### config.mk
export PLATFORM = sky130hd
export DESIGN_NAME = dov_ctrl
export DESIGN_NICKNAME = d
export VERILOG_FILES = /design/src/rtl/dipole_orbit_verlet_step_assert.svh /design/src/rtl/dov_pkg.sv /design/src/rtl/dov_ctrl.sv
export SDC_FILE = /design/constraint.sdc
export NUM_CORES = 1
export LEC_CHECK = 0
export ABC_CLOCK_PERIOD_IN_PS = 2550
export BUFFER_PORTS_ARGS = -buffer_cell sky130_fd_sc_hd__buf_2
export CORE_UTILIZATION = 40
export CTS_BUF_LIST = sky130_fd_sc_hd__clkbuf_4
export DETAILED_ROUTE_END_ITERATION = 7
export GPL_TIMING_DRIVEN = 0
export HOLD_SLACK_MARGIN = 0.03
export SYNTH_ARGS = -nofsm -noshare
export SYNTH_HDL_FRONTEND = slang
export SYNTH_SLANG_ARGS = --single-unit
### constraint.sdc
create_clock -name clk -period 2.55 [get_ports clk]
set_input_delay 0 -clock clk [delete_from_list [all_inputs] [get_ports clk]]
set_output_delay 0 -clock clk [all_outputs]
set_load 0.02 [all_outputs]
### src/rtl/dipole_orbit_verlet_step_assert.svh
// Assertion macros for the dipole orbit step block
`ifndef DIPOLE_ORBIT_VERLET_STEP_ASSERT_SVH
`define DIPOLE_ORBIT_VERLET_STEP_ASSERT_SVH
`ifndef ASSERT_OFF
`define DOV_ASSERT_IMP(label, clk, rst_n, ante, cons) \
    label: assert property (@(posedge clk) disable iff (!rst_n) (ante) |-> (cons)) \
        else $error("assertion failed");
`define DOV_ASSERT_NXT(label, clk, rst_n, ante, cons) \
    label: assert property (@(posedge clk) disable iff (!rst_n) (ante) |=> (cons)) \
        else $error("assertion failed");
`else
`define DOV_ASSERT_IMP(label, clk, rst_n, ante, cons)
`define DOV_ASSERT_NXT(label, clk, rst_n, ante, cons)
`endif
`endif

### src/rtl/dov_pkg.sv
// ----------------------------------------------------------------------------
// dov_pkg
// Shared types, opcodes and reset constants of the dipole orbit step block.
// ----------------------------------------------------------------------------
package dov_pkg;
    localparam int FRAC_BITS_DEF = 56;
    localparam int W = 64;
    localparam int STEP_W = 57;
    localparam int CFG_IDX_W = 3;

    localparam logic [STEP_W-1:0] STEP_RST = 57'd7205759404;
    localparam logic [W-1:0] GAMMA_RST = 64'hFF80000000000000;
    localparam logic [W-1:0] SR_RST = 64'd18551443757846661;
    localparam logic [W-1:0] SZ_RST = 64'd22675588095013428;

    typedef enum logic [2:0] {
        CFG_STEP = 3'd0,
        CFG_GAMMA = 3'd1,
        CFG_SR = 3'd2,
        CFG_SZ = 3'd3,
        CFG_SV = 3'd4,
        CFG_SY = 3'd5
    } cfg_idx_t;

    typedef enum logic [2:0] {
        OP_ADD,
        OP_SUB,
        OP_MUL,
        OP_DIV,
        OP_HYP
    } op_t;

    // register file slots
    typedef enum logic [4:0] {
        S_RP, S_ZP, S_RV, S_ZV, S_H, S_HH, S_G, S_ONE,
        S_G2, S_CR, S_CZ, S_R, S_R2, S_R3, S_R5, S_RR,
        S_RZ, S_T1, S_T2, S_T3, S_FA, S_FB, S_AR0, S_AZ0,
        S_AR1, S_AZ1, S_RN, S_ZN, S_VN, S_YN, S_ZERO
    } slot_t;

    typedef struct packed {
        logic start;
        op_t op;
        slot_t a;
        slot_t b;
        slot_t d;
    } cmd_t;

    typedef struct packed {
        logic done;
    } sts_t;

    typedef enum logic [2:0] {
        ST_IDLE, ST_LOAD, ST_ISSUE, ST_WAIT, ST_COMMIT, ST_OUT
    } state_t;

    typedef struct packed {
        op_t op;
        slot_t a;
        slot_t b;
        slot_t d;
    } uop_t;

    localparam int NUOP = 48;
    localparam int UPC_W = 6;

    function automatic uop_t uop_at(logic [UPC_W-1:0] pc);
        uop_t u;
        u = '{OP_ADD, S_RP, S_RP, S_RP};
        unique case (pc)
            6'd0: u = '{OP_ADD, S_G, S_G, S_G2};
            6'd1: u = '{OP_ADD, S_RP, S_ZERO, S_CR};
            6'd2: u = '{OP_ADD, S_ZP, S_ZERO, S_CZ};
            6'd3: u = '{OP_HYP, S_RP, S_ZP, S_R};
            // shared acc sequence (pc 4..24) on CR, CZ
            6'd4: u = '{OP_HYP, S_CR, S_CZ, S_R};
            6'd5: u = '{OP_MUL, S_R, S_R, S_R2};
            6'd6: u = '{OP_MUL, S_R2, S_R, S_R3};
            6'd7: u = '{OP_MUL, S_R3, S_R2, S_R5};
            6'd8: u = '{OP_MUL, S_CR, S_CR, S_RR};
            6'd9: u = '{OP_MUL, S_CR, S_CZ, S_RZ};
            6'd10: u = '{OP_DIV, S_G2, S_CR, S_T1};
            6'd11: u = '{OP_DIV, S_CR, S_R3, S_T2};
            6'd12: u = '{OP_ADD, S_T1, S_T2, S_FA};
            6'd13: u = '{OP_DIV, S_G2, S_RR, S_T1};
            6'd14: u = '{OP_ADD, S_RR, S_RR, S_T2};
            6'd15: u = '{OP_ADD, S_T2, S_RR, S_T2};
            6'd16: u = '{OP_DIV, S_T2, S_R5, S_T2};
            6'd17: u = '{OP_ADD, S_T1, S_T2, S_T1};
            6'd18: u = '{OP_DIV, S_ONE, S_R3, S_T2};
            6'd19: u = '{OP_SUB, S_T1, S_T2, S_FB};
            6'd20: u = '{OP_MUL, S_FA, S_FB, S_T3};
            6'd21: u = '{OP_ADD, S_RZ, S_RZ, S_T1};
            6'd22: u = '{OP_ADD, S_T1, S_RZ, S_T1};
            6'd23: u = '{OP_DIV, S_T1, S_R5, S_T1};
            6'd24: u = '{OP_MUL, S_T1, S_FA, S_T2};
            // first pass tail
            6'd25: u = '{OP_ADD, S_T3, S_ZERO, S_AR0};
            6'd26: u = '{OP_ADD, S_T2, S_ZERO, S_AZ0};
            6'd27: u = '{OP_MUL, S_AR0, S_HH, S_T1};
            6'd28: u = '{OP_ADD, S_T1, S_RV, S_T1};
            6'd29: u = '{OP_MUL, S_T1, S_H, S_T1};
            6'd30: u = '{OP_ADD, S_RP, S_T1, S_RN};
            6'd31: u = '{OP_MUL, S_AZ0, S_HH, S_T1};
            6'd32: u = '{OP_ADD, S_T1, S_ZV, S_T1};
            6'd33: u = '{OP_MUL, S_T1, S_H, S_T1};
            6'd34: u = '{OP_ADD, S_ZP, S_T1, S_ZN};
            6'd35: u = '{OP_ADD, S_RN, S_ZERO, S_CR};
            6'd36: u = '{OP_ADD, S_ZN, S_ZERO, S_CZ};
            // second pass tail
            6'd37: u = '{OP_ADD, S_T3, S_ZERO, S_AR1};
            6'd38: u = '{OP_ADD, S_T2, S_ZERO, S_AZ1};
            6'd39: u = '{OP_MUL, S_AR1, S_HH, S_T1};
            6'd40: u = '{OP_MUL, S_HH, S_AR0, S_T2};
            6'd41: u = '{OP_ADD, S_T1, S_T2, S_T1};
            6'd42: u = '{OP_ADD, S_T1, S_RV, S_VN};
            6'd43: u = '{OP_MUL, S_AZ1, S_HH, S_T1};
            6'd44: u = '{OP_MUL, S_HH, S_AZ0, S_T2};
            6'd45: u = '{OP_ADD, S_T1, S_T2, S_T1};
            6'd46: u = '{OP_ADD, S_T1, S_ZV, S_YN};
            default: u = '{OP_ADD, S_RP, S_RP, S_RP};
        endcase
        return u;
    endfunction
endpackage

### src/rtl/dov_ctrl.sv
// ----------------------------------------------------------------------------
// dov_ctrl
// Sequencer: steps through the operation list, one datapath op at a time.
// ----------------------------------------------------------------------------
module dov_ctrl (
    input  logic clk,
    input  logic rst_n,
    input  logic in_go,
    input  logic out_free,
    input  dov_pkg::sts_t sts,
    output dov_pkg::cmd_t cmd,
    output logic load,
    output logic busy,
    output logic out_set
);
    import dov_pkg::*;

    state_t state_reg, state_next;
    logic [UPC_W-1:0] pc_reg, pc_next;
    logic pass_reg, pass_next;
    uop_t u;

    // shadow copies to skip op 3 (unused hypot) and make the CR/CZ copies
    // Pass 0: 0,1,2,4..26,27..36 then jump to 4 with pass 1; pass 1 exits at 24 to 37.

    always_ff @(posedge clk or negedge rst_n)
    begin
        if (!rst_n)
        begin
            state_reg <= ST_IDLE;
            pc_reg <= '0;
            pass_reg <= 1'b0;
        end
        else
        begin
            state_reg <= state_next;
            pc_reg <= pc_next;
            pass_reg <= pass_next;
        end
    end

    always_comb
    begin
        u = uop_at(pc_reg);
        state_next = state_reg;
        pc_next = pc_reg;
        pass_next = pass_reg;
        cmd = '{1'b0, u.op, u.a, u.b, u.d};
        load = 1'b0;
        busy = (state_reg != ST_IDLE);
        out_set = 1'b0;
        unique case (state_reg)
            ST_IDLE:
            begin
                if (in_go)
                    state_next = ST_LOAD;
            end
            ST_LOAD:
            begin
                load = 1'b1;
                pc_next = '0;
                pass_next = 1'b0;
                state_next = ST_ISSUE;
            end
            ST_ISSUE:
            begin
                cmd.start = 1'b1;
                state_next = ST_WAIT;
            end
            ST_WAIT:
            begin
                if (sts.done)
                begin
                    state_next = ST_ISSUE;
                    priority if (pc_reg == UPC_W'(2))
                        pc_next = UPC_W'(4);
                    else if (pc_reg == UPC_W'(24) && pass_reg)
                        pc_next = UPC_W'(37);
                    else if (pc_reg == UPC_W'(36))
                    begin
                        pc_next = UPC_W'(4);
                        pass_next = 1'b1;
                    end
                    else if (pc_reg == UPC_W'(NUOP - 2))
                        state_next = ST_OUT;
                    else
                        pc_next = pc_reg + 1'b1;
                end
            end
            ST_OUT:
            begin
                if (out_free)
                begin
                    out_set = 1'b1;
                    state_next = ST_IDLE;
                end
            end
            default: state_next = ST_IDLE;
        endcase
    end
endmodule

# [Word level (Yosys, flattened, before mapping)]
# Memories as Yosys holds them, arrays and structs flattened.
# Index checks and enable logic that the tools add are counted.
[classes] reduce_logical=7 mux=23 eq_ne=15 add_sub_neg=1
[ops] op="two-way mux 6 bit" n=5
[ops] op="two-way mux 3 bit" n=7
[ops] op="case mux 3 bit (5 select lines)" n=1
[ops] op="equality test 6 bit, second input constant" n=2
[ops] op="!= test 2 bit, second input constant" n=6
[ops] op="case mux 6 bit (2 select lines)" n=1
[ops] op="two-way mux 1 bit" n=8
[ops] op="adder 6 x 1 -> 6 bit, second input constant" n=1
[ops] op="equality test 3 x 2 -> 1 bit, second input constant" n=2
[ops] op="equality test 6 x 2 -> 1 bit, second input constant" n=1
[ops] op="equality test 6 x 5 -> 1 bit, second input constant" n=1
[ops] op="AND reduction 3 bit" n=2
[ops] op="!= test 5 bit, second input constant" n=1
[ops] op="AND reduction 5 bit" n=1
[ops] op="equality test 3 x 1 -> 1 bit, second input constant" n=1
[ops] op="equality test 3 bit, second input constant" n=1
[ops] op="logical NOT 3 bit" n=1
[ops] op="nonzero test 3 bit" n=1
[ops] op="case mux 1 bit (2 select lines)" n=1
[ops] op="nonzero test 2 bit" n=1
[ops] op="logical AND 1 bit" n=1
[word_totals] out_inout_bits=22 mem_bits_ro=1152 mem_count=1 wordCells=50 register_bits=10 inputBits=5
[mem_list] memory="(no name shown)" depth=64 word_bits=18 read_ports=1 rd_ports_with_merged_regs=0 write_ports=0 line="dov_pkg.sv:70" text="unique case (pc)"

# [Logic depth before layout (Yosys ltp)]
# Gate-level depths: netlist of run 1.
[logic_depth] ltp_word=7 mapped_depth=8 mapped_depth_nobuf=7

# [Worst setup path after synthesis of run 1]
# Ideal clock, no wire load.
[synth_path] path_type="register -> output" from="reg pc_reg[0]" to="out cmd[10] in the netlist's numbering" required_ps=2550 path_stages_with_launch=8 setup_slack_ps=484 t_arrival_ps=2066 path_cell_list="dfrtp_1 -> buf_2 -> inv_1 -> ha_1 -> nor2b_2 -> nor2_1 -> mux4_2 -> o21ai_1"
[synth_lines] item="start: declaration" line="dov_ctrl.sv:19" text="logic [UPC_W-1:0] pc_reg, pc_next;"
[synth_lines] item="start signal: assignment" line="dov_ctrl.sv:37" text="pc_reg <= pc_next;"
[synth_lines] item="end: declaration" line="dov_ctrl.sv:11" text="output dov_pkg::cmd_t cmd,"

==> impl_metrics.ini, run 1 <==
[worst_setup_path]
worst-path-buf-inv = 3
cpMaxStageDelayCell = mux4_2
worst_setup_path_start_kind = flip-flop
crit_family = buffers and inverters
r2r_setup_slack_ps = 400
path_cells = buf_4 > clkinvlp_4 > ha_2 > nor2b_4 > nor2_1 > mux4_2 > o21ai_1 > buf_2
setup.worst_path.class = reg2out
crit_arrival_ps = 2420
r2r.worst_path.cells = 7
crit_path_max_incr_delay_ps = 470
r2r_end = pc_reg[2]
critPathRequiredTime_ps = 2550
critPathMaxFanout = 10
cp-end-kind = output pin
r2r_start = pc_reg[0]

[routing]
vias_per_cell = 6.62
drc = 0
antenna_left = 0
first_iter_violations = 404
first_pass_iters = 6
vias = 2276
wirelength_um = 6450
wl_per_cell_um = 18.8

[timing]
maxSlewHeadroom = 0.624
tns_ps = 0
hold_viol_final = 0
fin_ws_ps = 132
holdWs_ps = 97.9
drv_slew = 0
period_share = 0.948
worst_pin_slew_ps = 564
finalCriticalPeriod_ps = 2420
clock.fmax_ghz = 0.413
rsz0062_at_grt = no
final.setup_skew_ps = 3.18
setup_violations = 0

[floorplan]
io_pins = 27
rows = 24
coreArea_mm2 = 0.00438
dieHeight_um = 69.8
start_util = 0.420
dieArea_mm2 = 0.00487
die_x_um = 69.8

[place]
post-place-cells = 335
dp_hpwl_um = 4800
place_ws_ps = 58.4
portBuffers = 26
routabilityCongestion = 0.961

[pwr]
power.density_mw_per_mm2 = 924
p_clk_frac = 0.051
power_switching_mw = 1.08
total_power_mw = 1.96
swShare = 0.551
p_comb_frac = 0.835
ir_drop_mv = 0.428
internal_power_uw = 881
pwr-share-seq = 0.114
leakage_nw = 0.883

[clocking]
h-tree-depth = 1
cts_tree = done
numCtsBuffers = 3
cts.sinks = 10
cts.path.max_buffers = 2
clock_latency_ps = 250
cts.clk_slew.worst_paths_ps = 60
cts-root-buf = clkbuf_4

[finish]
fill_cells = 469
drive_above_1_share = 0.219
syn2layout_area_growth_pct = 15.4
fin_nets = 311
layout_commonest_cell = buf_2
n_antenna_cell = 0
largest_register_ffs = 6
fin_cells = 344
final_cell_mix = 34 x buf_2, 21 x nand2_1, 19 x nor2_1

[global_routing]
grt_pass1_wl_um = 10400
grt_pass1_vias = 2072
grt_start_max_net_pins = 11
antenna_found_initial = 0
grt_usage = 0.267
grt.overflow.total = 0

[run_status]
status = completed

[worst_hold_path]
hold_path.class = in2reg
hp-start = out_free
worstHoldPathCells = 3
hold_end = state_reg[2]

[synth]
ys_ff_latch = 10
ys_types = 62
syn_inst = 257
synth-main-ff-cell = dfrtp_1
synth.area.top_cells = dfrtp_1 14%, ha_1 8.8%, o21ai_0 4.9%
syn-cell-area_mm2 = 0.00184
ys_seq_area_frac = 0.136
syn_area_per_cell_um2 = 7.16
synth_edf_count = 0
async_flop_share = 1.00
synth_top_cell_by_area = dfrtp_1
synth_top_area_frac = 0.136
ys_warn_count = 0
syn-num-nets = 275

[flow_run]
drv_cap = 0
## power by group through the flow
stage | Sequential, mW | Clock [mW] | Combinational, mW
floorplan | 0.212 | 0 | 1.13
finish | 0.224 | 0.101 | 1.64
global route | 0.228 | 0.115 | 1.75
detailed placement | 0.225 | 0 | 1.53
CTS | 0.224 | 0.106 | 1.56
global placement | 0.224 | 0 | 1.54
## worst max path at each step
| stage | from | slack (ps) | end | depth (start not counted) |
|---|---|---|---|---|
| floorplan | pc_reg[0] | 480 | cmd[10] | 7 |
| finish | pc_reg[0] | 130 | cmd[10] | 8 |
| global placement | pc_reg[0] | 60 | cmd[10] | 8 |
| global route | pc_reg[0] | 20 | cmd[7] | 8 |
| detailed placement | pc_reg[0] | 60 | cmd[10] | 8 |
| CTS | pc_reg[0] | -40 | cmd[7] | 8 |
## stage by stage
stage,util,instance area [µm²]
after floorplan,-,1840
after global placement,0.464,2030
after detailed placement,0.464,2030
after CTS,0.476,2090
after global routing,0.484,2120
final,0.484,2120
## cells in the mapped netlist (4+ instances only)
cell       instances
dfrtp_1           10
ha_1              13
clkbuf_1          10
o2bb2ai_1          4
and2_1             4
nor3_1            10
a22oi_1            4
nand3_1            9
o22ai_1            6
nor2_1            19
buf_2              9
inv_1              8
nand2_1           21
nand2b_1          10
and2b_1            4
a21oi_1           11
a31oi_1            5
o21ai_1            8
o21ai_0           18
nor2b_1            8
## kinds of logic (layout without fill, tap and decap cells)
family | Yosys count | after routing | share of synthesized area
adder cells (fa/ha/maj) | 13 | 13 | 0.0884
AND/OR/NAND/NOR | 102 | 102 | 0.291
XOR/XNOR | 1 | 1 | 0.00476
buffers and inverters | 33 | 68 | 0.0837
flip-flops | 10 | 10 | 0.136
multiplexers | 6 | 6 | 0.0476
AO/OA/AOI/OAI | 92 | 92 | 0.348
## routing by layer
metal  vias to the layer above  wire length, µm  global-route usage
li1                       1029                -                   -
met1                      1085             2860               0.369
met2                       141             2990               0.413
met3                        21              490              0.0276
met4                         0              114               0.129
met5                         -                0                   0
## what timing repair did
item | 4_1_cts | 5_1_grt
endpoints found under the setup margin | 4 | 13
gates cloned | 0 | 0
hold buffers | 1 | 0
pin swaps | 0 | 0
gates resized for setup | 5 | 7
hold endpoints to repair | 10 | 0
setup buffers | 0 | 4
## worst reg2reg max path: stages (launching register included)
cell	delay, ps
dfrtp_1	390
buf_4	200
clkinvlp_4	140
ha_2	280
and3_4	230
a311o_4	440
a311o_1	340
o21ai_2	60
## cell type report
| cell class | instances | area [µm²] | share of cell area |
|---|---|---|---|
| clock inverters | 1 | 3.75 | 0.00177 |
| plain buffers | 24 | 128 | 0.0601 |
| well taps | 52 | 65.1 | 0.0306 |
| repair buffers | 31 | 170 | 0.0801 |
| clock buffers | 3 | 22.5 | 0.0106 |
| flip-flops and latches | 10 | 251 | 0.118 |
| multi-input cells | 214 | 1450 | 0.681 |
| inverters | 9 | 37.5 | 0.0177 |
No activity file was read; power rests on OpenSTA's default activity.
==> run 2: changes to the inputs <==
- CORE_UTILIZATION: 40 -> 41
==> impl_metrics.ini, run 2 (synthesis results as in run 1) <==
[run_status]
status = completed

[timing]
clock.fmax_ghz = 0.413
hold_viol_final = 0
setup_violations = 0
drv_slew = 0
period_share = 0.949
tns_ps = 0
fin_ws_ps = 129
rsz0062_at_grt = no
finalCriticalPeriod_ps = 2420
maxSlewHeadroom = 0.594
final.setup_skew_ps = 1.10
holdWs_ps = 117
worst_pin_slew_ps = 610

[clocking]
clock_latency_ps = 250
cts.sinks = 10
numCtsBuffers = 3
h-tree-depth = 1
cts.clk_slew.worst_paths_ps = 50
cts_tree = done
cts-root-buf = clkbuf_4
cts.path.max_buffers = 2

[finish]
fin_util = 0.511
n_antenna_cell = 0
fin_cells = 339
drive_above_1_share = 0.221
layout_commonest_cell = buf_2
final_cell_mix = 34 x buf_2, 21 x nand2_1, 19 x nor2_1
design_area_mm2 = 0.00212
register_area_um2 = 253
fin_nets = 309
fill_cells = 446
syn2layout_area_growth_pct = 15.0
multi_input_area_mm2 = 0.00146
largest_register_ffs = 6

[pwr]
power.density_mw_per_mm2 = 929
p_comb_frac = 0.838
internal_power_uw = 874
total_power_mw = 1.97
power_switching_mw = 1.09
ir_drop_mv = 0.395
swShare = 0.555
p_clk_frac = 0.048
leakage_nw = 0.873
pwr-share-seq = 0.115

[flow_run]
drv_cap = 0

[worst_setup_path]
cp-end-kind = output pin
worst_setup_path_start_kind = flip-flop
crit_family = buffers and inverters
crit_path_max_incr_delay_ps = 470
setup.worst_path.class = reg2out
crit_cells = 8
cpMaxStageDelayCell = ha_2
worst-path-buf-inv = 3
path_cells = buf_4 > clkinvlp_4 > ha_2 > nor2b_1 > or3_1 > a32oi_1 > o21ai_1 > buf_2
critPathMaxFanout = 10
crit_arrival_ps = 2420
critPathRequiredTime_ps = 2550
r2r.worst_path.cells = 7

[routing]
wl_met2_um = 2830
vias = 2248
top_layer = met4
wirelength_um = 6440
antenna_left = 0
wl_per_cell_um = 19.0
drc = 0
wl_met3_um = 608
first_iter_violations = 318
first_pass_iters = 6
met1_length_um = 2850
vias_per_cell = 6.63

[worst_hold_path]
worstHoldPathCells = 3
hold_path.class = in2reg

[place]
dpl_cell_area_mm2 = 0.00203
dp_hpwl_um = 4780
portBuffers = 26
place_ws_ps = -5.64
routabilityCongestion = 1.02
post-place-cells = 333

[global_routing]
grt_start_max_net_pins = 11
grt_pass1_vias = 1952
grt.overflow.total = 0
antenna_found_initial = 0
grt_usage = 0.289
grt_pass1_wl_um = 10000

[floorplan]
dieArea_mm2 = 0.00476
io_pins = 27
coreArea_mm2 = 0.00414
rows = 23
start_util = 0.444
dieHeight_um = 69.0
die_x_um = 69.0
## run 2: power by group through the flow
stage                     Combinational (mW)  Clock [mW]  Sequential [mW]
after global placement                  1.55           0            0.220
after detailed placement                1.54           0            0.221
after CTS                               1.58      0.0994            0.220
final                                   1.65      0.0935            0.226
after global routing                    1.76       0.106            0.230
after floorplan                         1.13           0            0.212
## run 2: layout make-up
type                    count  share of cell area
inverters                   9              0.0177
repair buffers             29              0.0733
well taps                  50              0.0296
plain buffers              24              0.0603
clock buffers               3              0.0106
flip-flops and latches     10               0.119
multi-input cells         214               0.689
## run 2: metal layers
metal	vias to the layer above	GRT usage
met3	19	0.0461
met2	137	0.425
met5	-	0
met1	1065	0.411
met4	0	0.122
li1	1027	-
## run 2: final timing paths
path	slack (ps)	end	start
max in group asynchronous	2220	pc_reg[2]	rst_n
worst min-delay path	120	state_reg[2]	out_free
worst max-delay path	130	cmd[7]	pc_reg[0]
worst max register to register	370	pc_reg[2]	pc_reg[0]
worst min register to register	560	pass_reg	pass_reg
min in group asynchronous	130	state_reg[2]	rst_n
## run 2: timing repair
action,CTS,global route
resized for setup,7,6
endpoints found under the setup margin,3,8
endpoints found under the hold margin,10,0
hold buffers,1,0
setup buffers,0,2
## run 2: worst reg2reg max path: cells and delay by family (launching register included)
family,cells,cell delay (ps)
adder cells (fa/ha/maj),1,250
AND/OR/NAND/NOR,1,220
buffers and inverters,2,390
flip-flops,1,400
AO/OA/AOI/OAI,3,850
==> run 3: changes to the inputs <==
- CELL_PAD_IN_SITES_DETAIL_PLACEMENT: not set -> 1
- CELL_PAD_IN_SITES_GLOBAL_PLACEMENT: not set -> 1
- CORE_MARGIN: not set -> 1.5
- PLACE_DENSITY_LB_ADDON: not set -> 0.1
==> impl_metrics.ini, run 3 (synthesis results as in run 1) <==
[timing]
rsz0062_at_grt = no
finalCriticalPeriod_ps = 2420
clock.fmax_ghz = 0.413
drv_slew = 0
setup_violations = 0
worst_pin_slew_ps = 613
period_share = 0.949
hold_viol_final = 0
final.setup_skew_ps = 2.48
maxSlewHeadroom = 0.591

[worst_setup_path]
r2r_setup_slack_ps = 430
critPathRequiredTime_ps = 2550
r2r_end = pc_reg[2]
crit_arrival_ps = 2420
cp-end-kind = output pin
setup.worst_path.class = reg2out
cp-startpoint = pc_reg[0]
critPathMaxFanout = 10
worst_setup_path_start_kind = flip-flop
r2r.worst_path.cells = 7
r2r_start = pc_reg[0]

[global_routing]
met1_usage = 0.411
grt_pass1_vias = 2338
busiest_layer = met2
grt_util_met2 = 0.520
grt_start_max_net_pins = 11
antenna_found_initial = 0
grt_usage = 0.308
use_met3 = 0.0202
grt_pass1_wl_um = 12100
grt.overflow.total = 0

[clocking]
clock_latency_ps = 270
h-tree-depth = 1
cts_tree = done
cts.path.max_buffers = 2
numCtsBuffers = 3
cts.clk_slew.worst_paths_ps = 60
cts-root-buf = clkbuf_4
cts.sinks = 10

[worst_hold_path]
hp-start = out_free
worstHoldPathCells = 3
hold_path.class = in2reg
hold_end = state_reg[2]

[floorplan]
dieArea_mm2 = 0.00490
dieHeight_um = 70.0
rows = 24
start_util = 0.425
coreArea_mm2 = 0.00432
io_pins = 27
die_x_um = 70.0

[pwr]
ir_drop_mv = 0.422
power_switching_mw = 1.13
pwr-share-seq = 0.114
total_power_mw = 2.00
p_clk_frac = 0.055
leakage_nw = 0.873
swShare = 0.564
power.density_mw_per_mm2 = 947
p_comb_frac = 0.831
internal_power_uw = 872

[finish]
fin_cells = 341
syn2layout_area_growth_pct = 15.0
layout_commonest_cell = buf_2
drive_above_1_share = 0.215
largest_register_ffs = 6
final_cell_mix = 35 x buf_2, 21 x nand2_1, 19 x nor2_1
fill_cells = 557
fin_nets = 308
n_antenna_cell = 0

[routing]
antenna_left = 0
wl_per_cell_um = 21.5
first_pass_iters = 4
drc = 0
vias_per_cell = 6.58
vias = 2244
first_iter_violations = 244
wirelength_um = 7330

[flow_run]
drv_cap = 0

[place]
routabilityCongestion = 0.961
post-place-cells = 335
dp_hpwl_um = 5450
portBuffers = 26

[run_status]
status = completed
-- run 3: cell count changes in the layout (fill, tap and decap cells not counted) --
| cell | before | now |
|---|---|---|
| buf_4 | 4 | 2 |
| buf_2 | 34 | 35 |
| buf_6 | 2 | 3 |
| clkbuf_4 | 4 | 3 |
| clkinv_1 | 0 | 1 |
| dfrtp_1 | 8 | 9 |
| dfrtp_2 | 2 | 1 |
-- run 3: area by class of cell --
cell class	instances	area (µm²)	share of cell area
Multi-Input combinational cell	214	1460	0.689
Tap cell	52	65.1	0.0308
Timing Repair Buffer	28	148	0.0698
Clock buffer	3	22.5	0.0107
Inverter	9	37.5	0.0178
Buffer	24	129	0.0609
Clock inverter	1	3.75	0.00178
Sequential cell	10	251	0.119
-- run 3: power groups by stage --
stage	Sequential (mW)	Combinational [mW]	Clock (mW)
floorplan	0.212	1.13	0
global placement	0.221	1.57	0
detailed placement	0.224	1.59	0
CTS	0.224	1.63	0.117
global route	0.231	1.80	0.121
finish	0.228	1.67	0.110
-- run 3: per-layer routing --
layer,vias up,wire (µm),share of wire
li1,1021,-,-
met1,1107,3030,0.41
met2,98,3570,0.49
met3,18,560,0.076
met4,0,176,0.024
met5,-,0,0
-- run 3: metrics by stage --
| stage | setup TNS (ps) | hold slack, ps | cell area [µm²] | setup WS [ps] | util |
|---|---|---|---|---|---|
| 2_1_floorplan | 0 | -296 | 1840 | 484 | - |
| 3_3_place_gp | -85.5 | -130 | 2030 | -85.5 | 0.470 |
| 3_5_place_dp | -133 | -121 | 2030 | -126 | 0.470 |
| 4_1_cts | 0 | 62.3 | 2100 | 2.57 | 0.487 |
| 5_1_grt | 0 | 91.8 | 2110 | 5.62 | 0.489 |
| 6_report | 0 | 71.5 | 2110 | 131 | 0.489 |
-- run 3: worst max path at each step --
stage	to	slack [ps]
6_report	cmd[7]	130
5_1_grt	cmd[7]	6
4_1_cts	cmd[2]	3
3_5_place_dp	cmd[10]	-130
3_3_place_gp	cmd[10]	-90
2_1_floorplan	cmd[10]	480
-- run 3: what timing repair did --
| item | CTS | global route |
|---|---|---|
| resized for setup | 7 | 6 |
| hold endpoints to repair | 10 | 0 |
| endpoints found under the setup margin | 12 | 9 |
| hold buffers | 1 | 0 |
| buffers inserted | 1 | 0 |
-- run 3: worst max-delay path, cell delays in order (launching register included) --
cell        delay [ps]
dfrtp_1            420
buf_6              180
clkinvlp_4         140
buf_4              190
ha_1               300
or3_1              410
a32oi_1            240
o21ai_1            100
buf_2              160
